<file path="src/rtl/core/tcab_pkg.sv">
// ---------------------------------------------------------------------------
// tcab_pkg
// Shared types and constants of the tiny CPU ALU/branch core: sizes, item
// commands, instruction field codes and the structs passed between parts.
// ---------------------------------------------------------------------------
package tcab_pkg;

	localparam int STORE_WORDS = 256;
	localparam int REG_COUNT   = 8;
	localparam int STORE_AW    = $clog2(STORE_WORDS);
	localparam int REG_AW      = $clog2(REG_COUNT);

	// queue depths, powers of two
	localparam int FQ_DEPTH    = 2;
	localparam int RESQ_DEPTH  = 4;
	localparam int RESQ_AW     = $clog2(RESQ_DEPTH);
	localparam int RESQ_CW     = $clog2(RESQ_DEPTH + 1);

	typedef enum logic [1:0] {
		CMD_LOAD = 2'd0,
		CMD_STEP = 2'd1,
		CMD_READ = 2'd2,
		CMD_NOP  = 2'd3
	} cmd_t;

	// low two bits of an instruction word
	localparam logic [1:0] FMT_IMM    = 2'b01;
	localparam logic [1:0] FMT_BRANCH = 2'b10;

	// branch condition that never jumps
	localparam logic [1:0] COND_NEVER = 2'b11;

	typedef enum logic [2:0] {
		OP_ADD = 3'd0,
		OP_SUB = 3'd1,
		OP_AND = 3'd2,
		OP_OR  = 3'd3,
		OP_XOR = 3'd4,
		OP_SHL = 3'd5,
		OP_SHR = 3'd6,
		OP_CMP = 3'd7
	} alu_op_t;

	localparam logic [15:0] CMP_EQ = 16'd0;
	localparam logic [15:0] CMP_GT = 16'd1;
	localparam logic [15:0] CMP_LT = 16'd2;

	typedef struct packed {
		cmd_t        cmd;
		logic        load_en;
		logic [7:0]  store_address;
		logic [15:0] store_word;
		logic [2:0]  reg_index;
	} item_t;

	typedef struct packed {
		logic [15:0] value;
		logic [15:0] executed_word;
		logic [7:0]  next_pc;
		logic        was_branch;
		logic        branch_taken;
	} result_t;

endpackage

</file>
<file path="src/rtl/core/tcab_resq.sv">
// ---------------------------------------------------------------------------
// tcab_resq
// Result queue: holds finished result beats until the consumer pops them.
// ---------------------------------------------------------------------------
module tcab_resq (
	input  logic                         clk,
	input  logic                         arst_n,
	input  logic                         res_push,
	input  tcab_pkg::result_t            res_data,
	output logic [tcab_pkg::RESQ_CW-1:0] res_count,
	output logic                         empty,
	input  logic                         pop,
	output tcab_pkg::result_t            head
);
	import tcab_pkg::*;

	result_t            mem_q [RESQ_DEPTH];
	logic [RESQ_AW-1:0] wr_ptr_q;
	logic [RESQ_AW-1:0] rd_ptr_q;
	logic [RESQ_CW-1:0] cnt_q;
	logic               do_pop;

	assign empty     = (cnt_q == '0);
	assign head      = mem_q[rd_ptr_q];
	assign res_count = cnt_q;
	assign do_pop    = pop && !empty;

	// the execution side reserves a slot before dispatch, so push never overflows
	always_ff @(posedge clk) begin
		if (res_push) begin
			mem_q[wr_ptr_q] <= res_data;
		end
	end

	always_ff @(posedge clk or negedge arst_n) begin
		if (!arst_n) begin
			wr_ptr_q <= '0;
			rd_ptr_q <= '0;
			cnt_q    <= '0;
		end else begin
			if (res_push) begin
				wr_ptr_q <= wr_ptr_q + 1'b1;
			end
			if (do_pop) begin
				rd_ptr_q <= rd_ptr_q + 1'b1;
			end
			case ({res_push, do_pop})
				2'b10:   cnt_q <= cnt_q + 1'b1;
				2'b01:   cnt_q <= cnt_q - 1'b1;
				default: cnt_q <= cnt_q;
			endcase
		end
	end

endmodule

</file>
<file path="config.mk">
export PLATFORM = sky130hd
export DESIGN_NAME = tcab_resq
export DESIGN_NICKNAME = d
export VERILOG_FILES = /design/src/rtl/core/tcab_pkg.sv /design/src/rtl/core/tcab_resq.sv
export SDC_FILE = /design/constraint.sdc
export NUM_CORES = 1
export LEC_CHECK = 0
export ABC_AREA = 0
export BUFFER_PORTS_ARGS = -buffer_cell sky130_fd_sc_hd__buf_2
export CORE_MARGIN = 5
export CORE_UTILIZATION = 40
export CTS_CLUSTER_DIAMETER = 40
export DETAILED_ROUTE_END_ITERATION = 12
export GPL_TIMING_DRIVEN = 1
export SLEW_MARGIN = 30
export SYNTH_ARGS = -nofsm -noshare
export SYNTH_HDL_FRONTEND = slang
export SYNTH_SLANG_ARGS = --single-unit
</file>
<file path="constraint.sdc">
create_clock -name clk -period 5.3 [get_ports clk]
set_clock_uncertainty 0.1 [all_clocks]
set_input_delay 0.795 -clock clk [delete_from_list [all_inputs] [get_ports clk]]
set_output_delay 0.795 -clock clk [all_outputs]
set_load 0.03 [all_outputs]
</file>
# Yosys cells after proc, flatten, opt, wreduce, memory -nomap -nowiden
# Memory sizes are Yosys's and may differ from the RTL's.
# Index checks and enable logic that the tools add are counted.
dict set report totals {
  ff_bits 7
  latch_bits 0
  ramBits 168
  rom_bits 0
  inputBits 46
  wordCells 17
  memories 1
}
# name words width rd rd_clocked_by_memory_dff wr line
set mem_list {}
lappend mem_list {mem_q 4 42 1 0 1 tcab_resq.sv:17} ;# result_t mem_q [RESQ_DEPTH];
dict set report classes {
  addsub 4
  n_mul 0
  div 0
  n_lt_le_gt_ge 0
  eq_ne 2
  shifts 0
  mux 3
  bitwise_logic 0
  reduce_logical 4
}
# operator count
set ops {}
lappend ops {{$pmux 3 s2} 1}
lappend ops {{$add 2x1->2 const B} 2}
lappend ops {{$add 3x1->3 const B} 1}
lappend ops {{$logic_not 3->1} 1}
lappend ops {{$sub 3x1->3 const B} 1}
lappend ops {{$eq 2x1->1 const B} 1}
lappend ops {{$eq 2x2->1 const B} 1}
lappend ops {{$mux 1} 2}
lappend ops {{$reduce_bool 2->1} 1}
lappend ops {{$logic_and 1x1->1} 1}
lappend ops {{$logic_not 1->1} 1}

# Depth between registers and ports, before layout
dict set report logic_depth {
  depth_word 5
  mapped_depth 7
}

# Worst setup path before layout
# OpenSTA, ideal clock, no wires.
dict set report synth_path {
  kind {input -> register}
  startpoint {input port res_push}
  endpoint {memory mem_q[1][0] in the netlist's numbering (enable)}
  setup_ns 0.403
  t_arrival_ns 1.812
  setup_slack_ns 2.985
  path_stages 1
  n_path_buf 0
  cell_sequence {and2_1}
}
dict set report synth_between {
  elab_chain_cells 2
}
# element line
set synth_lines {}
lappend synth_lines {{start: declaration} tcab_resq.sv:8} ;# input logic res_push,
lappend synth_lines {{$mux 1} tcab_resq.sv:30} ;# if (res_push) begin
lappend synth_lines {{$mux 1 (not written as such)} tcab_resq.sv:31} ;# mem_q[wr_ptr_q] <= res_data;
lappend synth_lines {{end: declaration} tcab_resq.sv:17}
# No other way between the ends.

==> results.md <==
- Top achievable clock speed: 0.321 GHz
- ANT cells: 0
- Critical path fanouts, max: 27
- Synthesis-to-layout area growth: 19.6%
- DRT iter0 DRCs: 117
- Grt ovf: 0
- Post-synth ARST share: 4.00%
- Vias in the first global route: 3,102
- Max-cap violation count: 0
- Syn Area/Cell: 25.5 µm²
- Initial Util: 40.9%
- Die area: 19,000 µm²
- Inserted Clock Buffers: 17
- Post-CTS Resized: 0
- Row cnt: 46
- Crit end category: output port
- Flop pwr share: 42.4%
- Crit Path Class: register to output port
- H-tree depth: 4
- Die width: 138 µm
- Synthesized flop and latch total: 175
- Root buf cell: clkbuf_16
- First-pass GRT wire length: 17,700 µm
- Final setup margin: 2180 ps
- Final wirelength: 11,700 µm
- Clk buf depth: 2
- Sequential area share after synthesis: 80.1%
- Cell count after synthesis: 256
- Lkg Pwr: 2.71 nW
- Cell Area, Placed: 7170 µm²
- Synth area leader: edfxtp_1
- WL per Instance: 19.9 µm
- Vias per cell: 4.94
- Share of the synthesized area in the top cell type: 77.4%
- Int Power: 3.16 mW
- Unrepaired setup endpoints after global routing: no
- Slew @ Worst Pin: 679 ps
- Count leader, synth: edfxtp_1
- Number of synthesized flops with an enable pin: 168
- CTS tree: built
- First drt pass iteration count: 4
- Power consumption: 4.72 mW
- Data arrival, critical path: 2220 ps
- Final #Nets: 413
- Gr usage total: 13.1%
- Initial antenna violation count: 1
- Post-route cell area: 7800 µm²
- Die Ht: 138 µm
- Detail Placement HPWL: 7020 µm
- WP data required: 4410 ps
- Ys flop type: edfxtp_1
- Sw Share: 33.1%
- Synth Cell Area: 6520 µm²
- HP Class: input pin to asynchronous set/reset pin
- Synth cell types: 19
- Final setup fails: 0
- Top post-synthesis cells by area: edfxtp_1 77%, mux4_2 13%, dfrtp_1 2.7%
- Routability Congestion: 0.663
- I/O pin count: 92
- Psw: 1.56 mW
- Worst-path clk slew: 60 ps
- Clock sink count: 175
- PortBufs: 91
- Pwr per Cell Area: 606 nW/µm²
- Share of post-route cells with drive strength above 1: 44.4%
- Setup repair bufs after CTS: 0
- Final ANT Viol Nets: 0
- Post-synth top cells: 168 x edfxtp_1, 38 x mux4_2, 7 x dfrtp_1
- Warnings, synthesis: 0
- DR vias: 2,916
- Setup tns final: 0 ps
- # fillers: 1,337
- Detailed-route DRC error count: 0
- Crit path time final: 3120 ps
- Syn_nets: 308
- Final period util: 58.8%
- Post-CTS Hold Buffers: 0
- Status: completed
- Core Region: 15,900 µm²
- WHS: 96.2 ps
- Worst slew margin: 54.8%
- Worst vdd ir: 262 µV
- Combinational fraction of design power: 30.8%
- Dpl ws: 2440 ps
- Fin. Hold Viols: 0
- Largest net degree at the start of global routing: 45
- Worst skew pair latency: 420 ps
- Worst Setup Start Kind: register
- Fin. max-slew vios: 0
- Clk network pwr share: 26.9%
cells in the final DEF, fill, tap and decap left out, drive strengths merged, types with 2 or more instances in the layout:
cell      instances
xor2              4
nand2             2
buf              96
mux4             42
clkbuf           21
and2              4
clkinvlp          2
edfxtp          168
xnor2             2
inv               6
clkinv            5
dfrtp             7
bufinv            4
ha                5
flip-flops by register name, summed over array words and instances (netlist names):
signal,cells
mem_q,168
res_count,3
rd_ptr_q,2
wr_ptr_q,2
layer usage:
layer  vias up  GRT usage (%)  routed length (µm)
met5         -              0                  11
met1      1530           15.7                4920
li1       1289              -                   -
met4         2           5.99                 240
met2        76           21.9                5940
met3        19           3.83                 623
per-stage QoR:
| stage | std cells | util (%) |
|---|---|---|
| finish | 590 | 48.9 |
| global route | 590 | 48.9 |
| CTS | 589 | 48.8 |
| detailed placement | 557 | 45.0 |
| global placement | 557 | 45.0 |
| floorplan | 256 | - |
cell type report:
| type | instances | area, µm² | share of cell area (%) |
|---|---|---|---|
| flip-flops and latches | 175 | 5230 | 67.0 |
| multi-input cells | 65 | 1170 | 15.0 |
| well taps | 216 | 270 | 3.47 |
| repair buffers | 96 | 505 | 6.48 |
| inverters | 6 | 22.5 | 0.289 |
| clock buffers | 21 | 440 | 5.65 |
| clock inverters | 11 | 165 | 2.12 |
worst max-delay path: stages, from the launching register on:
cell and delay [ps]:
dfrtp_4 670, buf_12 300, mux4_1 620, buf_2 200
power by group through the flow:
stage	clock network [mW]	registers (mW)	logic (mW)
3_3_place_gp	0	2.08	1.41
5_1_grt	1.36	2.04	1.55
4_1_cts	1.30	2.07	1.41
6_report	1.27	2.00	1.45
3_5_place_dp	0	2.10	1.41
2_1_floorplan	0	1.92	1.21
logic make-up (layout without fill, tap and decap cells):
| kind of cell | Yosys count | after routing | synth area share [%] |
|---|---|---|---|
| xor+xnor | 6 | 6 | 0.806 |
| compound gates | 2 | 2 | 0.211 |
| buf+inv | 16 | 134 | 2.13 |
| flops | 175 | 175 | 80.1 |
| fa+ha+maj | 6 | 6 | 1.27 |
| simple gates | 8 | 8 | 0.633 |
| mux | 43 | 43 | 14.9 |
path summary, 6_finish.rpt:
check / to / cells after the start / slack (ps) / start
max in group asynchronous: rd_ptr_q[0] / 1 / 4820 / arst_n
worst max register to register: mem_q[2][12] / 4 / 3240 / wr_ptr_q[0]
worst min-delay path: res_count[2] / 1 / 100 / arst_n
min in group clk: wr_ptr_q[0] / 1 / 450 / wr_ptr_q[0]
worst min register to register: wr_ptr_q[0] / 1 / 450 / wr_ptr_q[0]
worst max-delay path: head[1] / 3 / 2180 / rd_ptr_q[0]
(Power assumes the default switching activity.)
