<file path="src/rtl/core/tcab_pkg.sv">
// ---------------------------------------------------------------------------
// tcab_pkg
// Shared types and constants of the tiny CPU ALU/branch core: sizes, item
// commands, instruction field codes and the structs passed between parts.
// ---------------------------------------------------------------------------
package tcab_pkg;

	localparam int STORE_WORDS = 256;
	localparam int REG_COUNT   = 8;
	localparam int STORE_AW    = $clog2(STORE_WORDS);
	localparam int REG_AW      = $clog2(REG_COUNT);

	// queue depths, powers of two
	localparam int FQ_DEPTH    = 2;
	localparam int RESQ_DEPTH  = 4;
	localparam int RESQ_AW     = $clog2(RESQ_DEPTH);
	localparam int RESQ_CW     = $clog2(RESQ_DEPTH + 1);

	typedef enum logic [1:0] {
		CMD_LOAD = 2'd0,
		CMD_STEP = 2'd1,
		CMD_READ = 2'd2,
		CMD_NOP  = 2'd3
	} cmd_t;

	// low two bits of an instruction word
	localparam logic [1:0] FMT_IMM    = 2'b01;
	localparam logic [1:0] FMT_BRANCH = 2'b10;

	// branch condition that never jumps
	localparam logic [1:0] COND_NEVER = 2'b11;

	typedef enum logic [2:0] {
		OP_ADD = 3'd0,
		OP_SUB = 3'd1,
		OP_AND = 3'd2,
		OP_OR  = 3'd3,
		OP_XOR = 3'd4,
		OP_SHL = 3'd5,
		OP_SHR = 3'd6,
		OP_CMP = 3'd7
	} alu_op_t;

	localparam logic [15:0] CMP_EQ = 16'd0;
	localparam logic [15:0] CMP_GT = 16'd1;
	localparam logic [15:0] CMP_LT = 16'd2;

	typedef struct packed {
		cmd_t        cmd;
		logic        load_en;
		logic [7:0]  store_address;
		logic [15:0] store_word;
		logic [2:0]  reg_index;
	} item_t;

	typedef struct packed {
		logic [15:0] value;
		logic [15:0] executed_word;
		logic [7:0]  next_pc;
		logic        was_branch;
		logic        branch_taken;
	} result_t;

endpackage

</file>
<file path="src/rtl/core/tcab_front.sv">
// ---------------------------------------------------------------------------
// tcab_front
// Input side: takes item beats, classifies them into commands and holds
// them in a short queue for the execution side.
// ---------------------------------------------------------------------------
module tcab_front (
	input  logic            clk,
	input  logic            arst_n,
	input  logic            push,
	output logic            full,
	input  logic [1:0]      kind,
	input  logic [7:0]      store_address,
	input  logic [15:0]     store_word,
	input  logic [2:0]      reg_index,
	output logic            fq_valid,
	output tcab_pkg::item_t fq_item,
	input  logic            fq_pop
);
	import tcab_pkg::*;

	localparam int FQ_AW = $clog2(FQ_DEPTH);
	localparam int FQ_CW = $clog2(FQ_DEPTH + 1);

	item_t            mem_q [FQ_DEPTH];
	logic [FQ_AW-1:0] wr_ptr_q;
	logic [FQ_AW-1:0] rd_ptr_q;
	logic [FQ_CW-1:0] cnt_q;
	item_t            cls;
	logic             do_push;
	logic             do_pop;

	always_comb begin
		cls.cmd           = cmd_t'(kind);
		// loads beyond the store are dropped
		cls.load_en       = (cmd_t'(kind) == CMD_LOAD) &&
		                    ({1'b0, store_address} < 9'(STORE_WORDS));
		cls.store_address = store_address;
		cls.store_word    = store_word;
		cls.reg_index     = reg_index;
	end

	assign full     = (cnt_q == FQ_CW'(FQ_DEPTH));
	assign fq_valid = (cnt_q != '0);
	assign fq_item  = mem_q[rd_ptr_q];
	assign do_push  = push && !full;
	assign do_pop   = fq_pop && fq_valid;

	always_ff @(posedge clk) begin
		if (do_push) begin
			mem_q[wr_ptr_q] <= cls;
		end
	end

	always_ff @(posedge clk or negedge arst_n) begin
		if (!arst_n) begin
			wr_ptr_q <= '0;
			rd_ptr_q <= '0;
			cnt_q    <= '0;
		end else begin
			if (do_push) begin
				wr_ptr_q <= wr_ptr_q + 1'b1;
			end
			if (do_pop) begin
				rd_ptr_q <= rd_ptr_q + 1'b1;
			end
			case ({do_push, do_pop})
				2'b10:   cnt_q <= cnt_q + 1'b1;
				2'b01:   cnt_q <= cnt_q - 1'b1;
				default: cnt_q <= cnt_q;
			endcase
		end
	end

endmodule

</file>
<file path="config.mk">
export PLATFORM = sky130hd
export DESIGN_NAME = tcab_front
export DESIGN_NICKNAME = d
export VERILOG_FILES = /design/src/rtl/core/tcab_pkg.sv /design/src/rtl/core/tcab_front.sv
export SDC_FILE = /design/constraint.sdc
export NUM_CORES = 1
export LEC_CHECK = 0
export BUFFER_PORTS_ARGS = -buffer_cell sky130_fd_sc_hd__buf_2
export CAP_MARGIN = 20
export CELL_PAD_IN_SITES_DETAIL_PLACEMENT = 1
export CELL_PAD_IN_SITES_GLOBAL_PLACEMENT = 1
export CORE_ASPECT_RATIO = 1.1
export CORE_UTILIZATION = 43
export CTS_CLUSTER_DIAMETER = 200
export DETAILED_ROUTE_END_ITERATION = 6
export GPL_ROUTABILITY_DRIVEN = 0
export PLACE_DENSITY_LB_ADDON = 0.1
export SYNTH_ARGS = -nofsm -noshare
export SYNTH_HDL_FRONTEND = slang
export SYNTH_SLANG_ARGS = --single-unit
export TNS_END_PERCENT = 100
</file>
<file path="constraint.sdc">
create_clock -name clk -period 3.74 [get_ports clk]
set_input_delay 0.374 -clock clk [delete_from_list [all_inputs] [get_ports clk]]
set_output_delay 0.374 -clock clk [all_outputs]
set_load 0.005 [all_outputs]
</file>
# Word-level counts from Yosys, hierarchy flattened
# Memory sizes are Yosys's and may differ from the RTL's.
# Index checks and enable logic that the tools add are counted.
# op_classes
add_sub_neg,4
n_eq_ne,3
mux,3
reduce_logical,6
# op_table
op,count
$eq A2 B2 Y1 const B,2
$pmux W2 S2,1
$reduce_bool A2 Y1,2
$add A1 B1 Y1 const B,2
$add A2 B1 Y2 const B,1
$eq A2 B1 Y1 const B,1
$logic_and A1 B1 Y1,2
$logic_not A2 Y1,1
$mux W1,2
$sub A2 B1 Y2 const B,1
$logic_not A1 Y1,1
# word_totals
regBits,4
ram_bits,60
in_bits,33
out_inout_bits,32
wordCells,20
n_memories,1
# mem_list
name,words,width,read_ports,rd_ports_with_merged_regs,write_ports,line_no,source
mem_q,2,30,1,0,1,tcab_front.sv:24,item_t mem_q [FQ_DEPTH];

# Logic depth before layout (Yosys ltp)
# logic_depth
word_depth,5
mapped_depth,6
mapped_depth_nobuf,6

# Least setup slack after synthesis
# No wires, ideal clock.
# synth_timing
path_kind,reg-to-reg
startpoint,reg cnt_q[0]
endpoint,"mem mem_q[0][0] (netlist bit), enable pin"
setup_ns,0.417
arrival_time_ns,1.902
required_time_ns,3.323
slack_ns,1.421
path_stages_with_launch,4
path_buffers,0
period_less_slack_ns,2.319
cell_sequence,dfrtp_1 nand2b_1 nand2_1 nor2_1
# synth_via
elab_chain_cells,5
# synth_rtl
item,line_no,source
"start, declared",tcab_front.sv:27,logic [FQ_CW-1:0] cnt_q;
"start signal, assigned",tcab_front.sv:67,2'b10: cnt_q <= cnt_q + 1'b1;
"start signal, assigned",tcab_front.sv:68,2'b01: cnt_q <= cnt_q - 1'b1;
"start signal, assigned",tcab_front.sv:69,default: cnt_q <= cnt_q;
$eq A2 B2 Y1,tcab_front.sv:42,assign full = (cnt_q == FQ_CW'(FQ_DEPTH));
$logic_not A1 Y1,tcab_front.sv:45,assign do_push = push && !full;
$logic_and A1 B1 Y1,tcab_front.sv:45,
$mux W1,tcab_front.sv:49,if (do_push) begin
$mux W1 (implied by the code),tcab_front.sv:50,mem_q[wr_ptr_q] <= cls;
"end, declared",tcab_front.sv:24,
# Every way passes these cells.

==> results.md <==
- Outcome: complete, no violations
- Antenna viol nets, final: 0
- Fin. max-slew vios: 0
- Final setup vio count: 0
- Synth top area share: between 70% and 80%
- Clk_lat worst skew: between 0.3 and 0.4 ns
- Global-route wire length before repair: between 6 and 7 mm
- Initial antenna violation count: 0
- Hold Path Depth: 1
- Largest net degree at the start of global routing: 31
- Total wire length: between 3 and 4 mm
- Worst hold start: store_word[7]
- Clock skew: roughly 0.0055 ns
- PortBufs: 64
- Nets: 221
- Global router's overall resource usage: ~16%
- Vias per cell: 4.701
- Worst-Margin Slew: about 0.88 ns
- Core Region: between 5000 and 6000 sq um
- Synthesized Nets: 146
- Fmax: ~460 MHz
- Number of synthesized flops with an enable pin: 60
- Clk slew on worst S/H paths: around 0.06 ns
- H-Tree Level Count: 3
- Max-cap violations: 0
- RR Startpoint: cnt_q[0]$_DFFE_PN0P_
- Endpoint with the worst hold slack: mem_q[0][10]$_DFFE_PP_
- Root buffer cell: clkbuf_8
- Layout area overhead: 25.24%
- DRT iter0 DRCs: 91
- Worst Path Arrival: 1.79 ns
- Post-synthesis cell area: about 2400 sq um
- Crit Path Max Fanout: 23
- Lkg Pwr: roughly 1.1 nW
- Die outline height: between 70 and 80 um
- Residual DRC count: 0
- CP Class: flip-flop to primary output
- Max transition margin: 41.06%
- Asr flop ratio synth: about 6.3%
- Post-DP HPWL: approximately 2.7 mm
- Synth area leaders: edfxtp_1 76%, mux2_2 14%, dfrtp_1 4.2%
- Syn avg cell area: ~21 sq um
- Total negative setup slack: 0 ns
- Vias in the first global route: approximately 1400
- Register area share after synthesis: between 80% and 90%
- Critical Path RT: between 3 and 4 ns
- Worst vdd ir: between 0.3 and 0.4 mV
- Min cycle time layout: between 2 and 2.5 ns
- Resize count post-CTS: 0
- Post-route clock period utilization: between 50 and 60%
- Worst min path class: primary input to flip-flop
- Cts bufs inserted: 9
- CTS tree: done
- Final Hold Viols: 0
- CP Capture Type: primary output
- Initial DRT Pass Iterations: 3
- Antenna Cells: 0
- RSZ-0062 raised after global routing: no
- Most frequent cell after synthesis: edfxtp_1
- Flop-to-flop setup slack: about 1.9 ns
- Layout cells sized above 1: 56.25%
- IO Count: 65
- Die area: 5800 sq um
- FF-to-FF End: mem_q[0][0]$_DFFE_PP_
- # rows: 27
- Post-synthesis register bit count: 64
- Vias: between 1000 and 1500
- CTS sink count: 64
- Initial Util: 46.05%
- Critical path launch point type: flip-flop
- Filler instances: ~500
- Width of the die: slightly above 70 um
- Main synth FF type: edfxtp_1
- Drt wl/cell: between 15 and 20 um
- Instance count of the mapped netlist: ~110
- Clk buf depth: 2
- Total gr overflow: 0
- Worst r2r path cells: 3
- Yosys cell types: 14
- Synth area leader: edfxtp_1
- Fin util: about 58%
- Post-synth top cells: 60 x edfxtp_1, 30 x mux2_2, 4 x dfrtp_1
- Power per cell area: roughly 740 nW/um^2
- Synth Warn #: 0
==> stage by stage <==
| step | instance area (sq um) | power, mW | hold slack (ns) | setup slack [ns] | instances |
|---|---|---|---|---|---|
| global route | 2962 | 2.316 | 0.2205 | 1.450 | 264 |
| detailed placement | 2775 | 1.700 | 0.1851 | 1.871 | 247 |
| floorplan | 2365 | 1.442 | 0.07841 | 1.421 | 112 |
| CTS | 2962 | 2.234 | 0.2209 | 1.500 | 264 |
| global placement | 2775 | 1.672 | 0.1885 | 1.909 | 247 |
| finish | 2962 | 2.193 | 0.2403 | 1.577 | 264 |
==> how the worst max path moves through the flow <==
stage	start	to	slack (ns)	cells after the start
finish	rd_ptr_q$_DFFE_PN0P_	fq_item[27]	1.58	3
global route	rd_ptr_q$_DFFE_PN0P_	fq_item[26]	1.45	3
CTS	rd_ptr_q$_DFFE_PN0P_	fq_item[26]	1.50	3
detailed placement	rd_ptr_q$_DFFE_PN0P_	fq_item[26]	1.87	3
global placement	rd_ptr_q$_DFFE_PN0P_	fq_item[26]	1.91	3
floorplan	cnt_q[0]$_DFFE_PN0P_	mem_q[0][0]$_DFFE_PP_	1.42	3
==> cell usage in the layout (no fill, tap or decap) <==
master         Yosys  routed
inv_1              1       1
and2_4             1       1
buf_4              3       2
nand2_1            1       1
xnor2_1            3       3
clkinv_1           0       6
dlygate4sd3_1      0       1
clkbuf_8           0       9
nor2_1             3       2
edfxtp_1          60      60
bufinv_16          0       1
xor2_1             2       2
mux2_2            30      30
dfrtp_1            4       4
nor2_4             0       1
ha_1               1       1
buf_2              0      64
or2_1              1       1
and3_1             1       1
nand2b_1           1       1
==> layout make-up <==
type                       count  area [sq um]  share of cell area, %
multi-input combinational     44         444.2                  15.00
tap                           72         90.09                  3.042
sequential                    64          1902                  64.22
timing repair buffer          67         345.3                  11.66
clock buffer                   9         123.9                  4.183
inverter                       1         3.754                 0.1267
clock inverter                 7         52.55                  1.774
==> worst max-delay path, stage by stage, from the launching register on <==
cell and delay [ns]:
dfrtp_1 0.56, buf_4 0.38, mux2_2 0.39, buf_2 0.13
==> power by group <==
part / switching (mW) / internal [mW]
clock network: 0.232 / 0.294
registers: 0.0679 / 0.985
logic: 0.294 / 0.320
total: 0.594 / 1.60
==> sequential cells by signal (all words and copies together) (netlist names) <==
name / cells
mem_q: 60
cnt_q: 2
wr_ptr_q: 1
rd_ptr_q: 1
==> cells by family after synthesis <==
| logic type | after synthesis | synth area share [%] |
|---|---|---|
| fa+ha+maj | 1 | 0.5290 |
| xor+xnor | 5 | 1.852 |
| buf+inv | 4 | 1.111 |
| simple gates | 8 | 1.799 |
| mux | 30 | 14.29 |
| flops | 64 | 80.42 |
==> what timing repair did <==
action                    CTS  global route
hold endpoints to repair    4             0
hold buffers                1             0
buffers inserted            0             0
==> per-layer routing <==
layer / vias to the layer above / track usage, % / part of all wire (%)
met4: 0 / 8.235 / 1.5
li1: 580 / - / -
met3: 7 / 4.672 / 5.0
met5: - / 0 / 0
met2: 38 / 26.54 / 55
met1: 616 / 17.30 / 39
(Power assumes the default switching activity.)
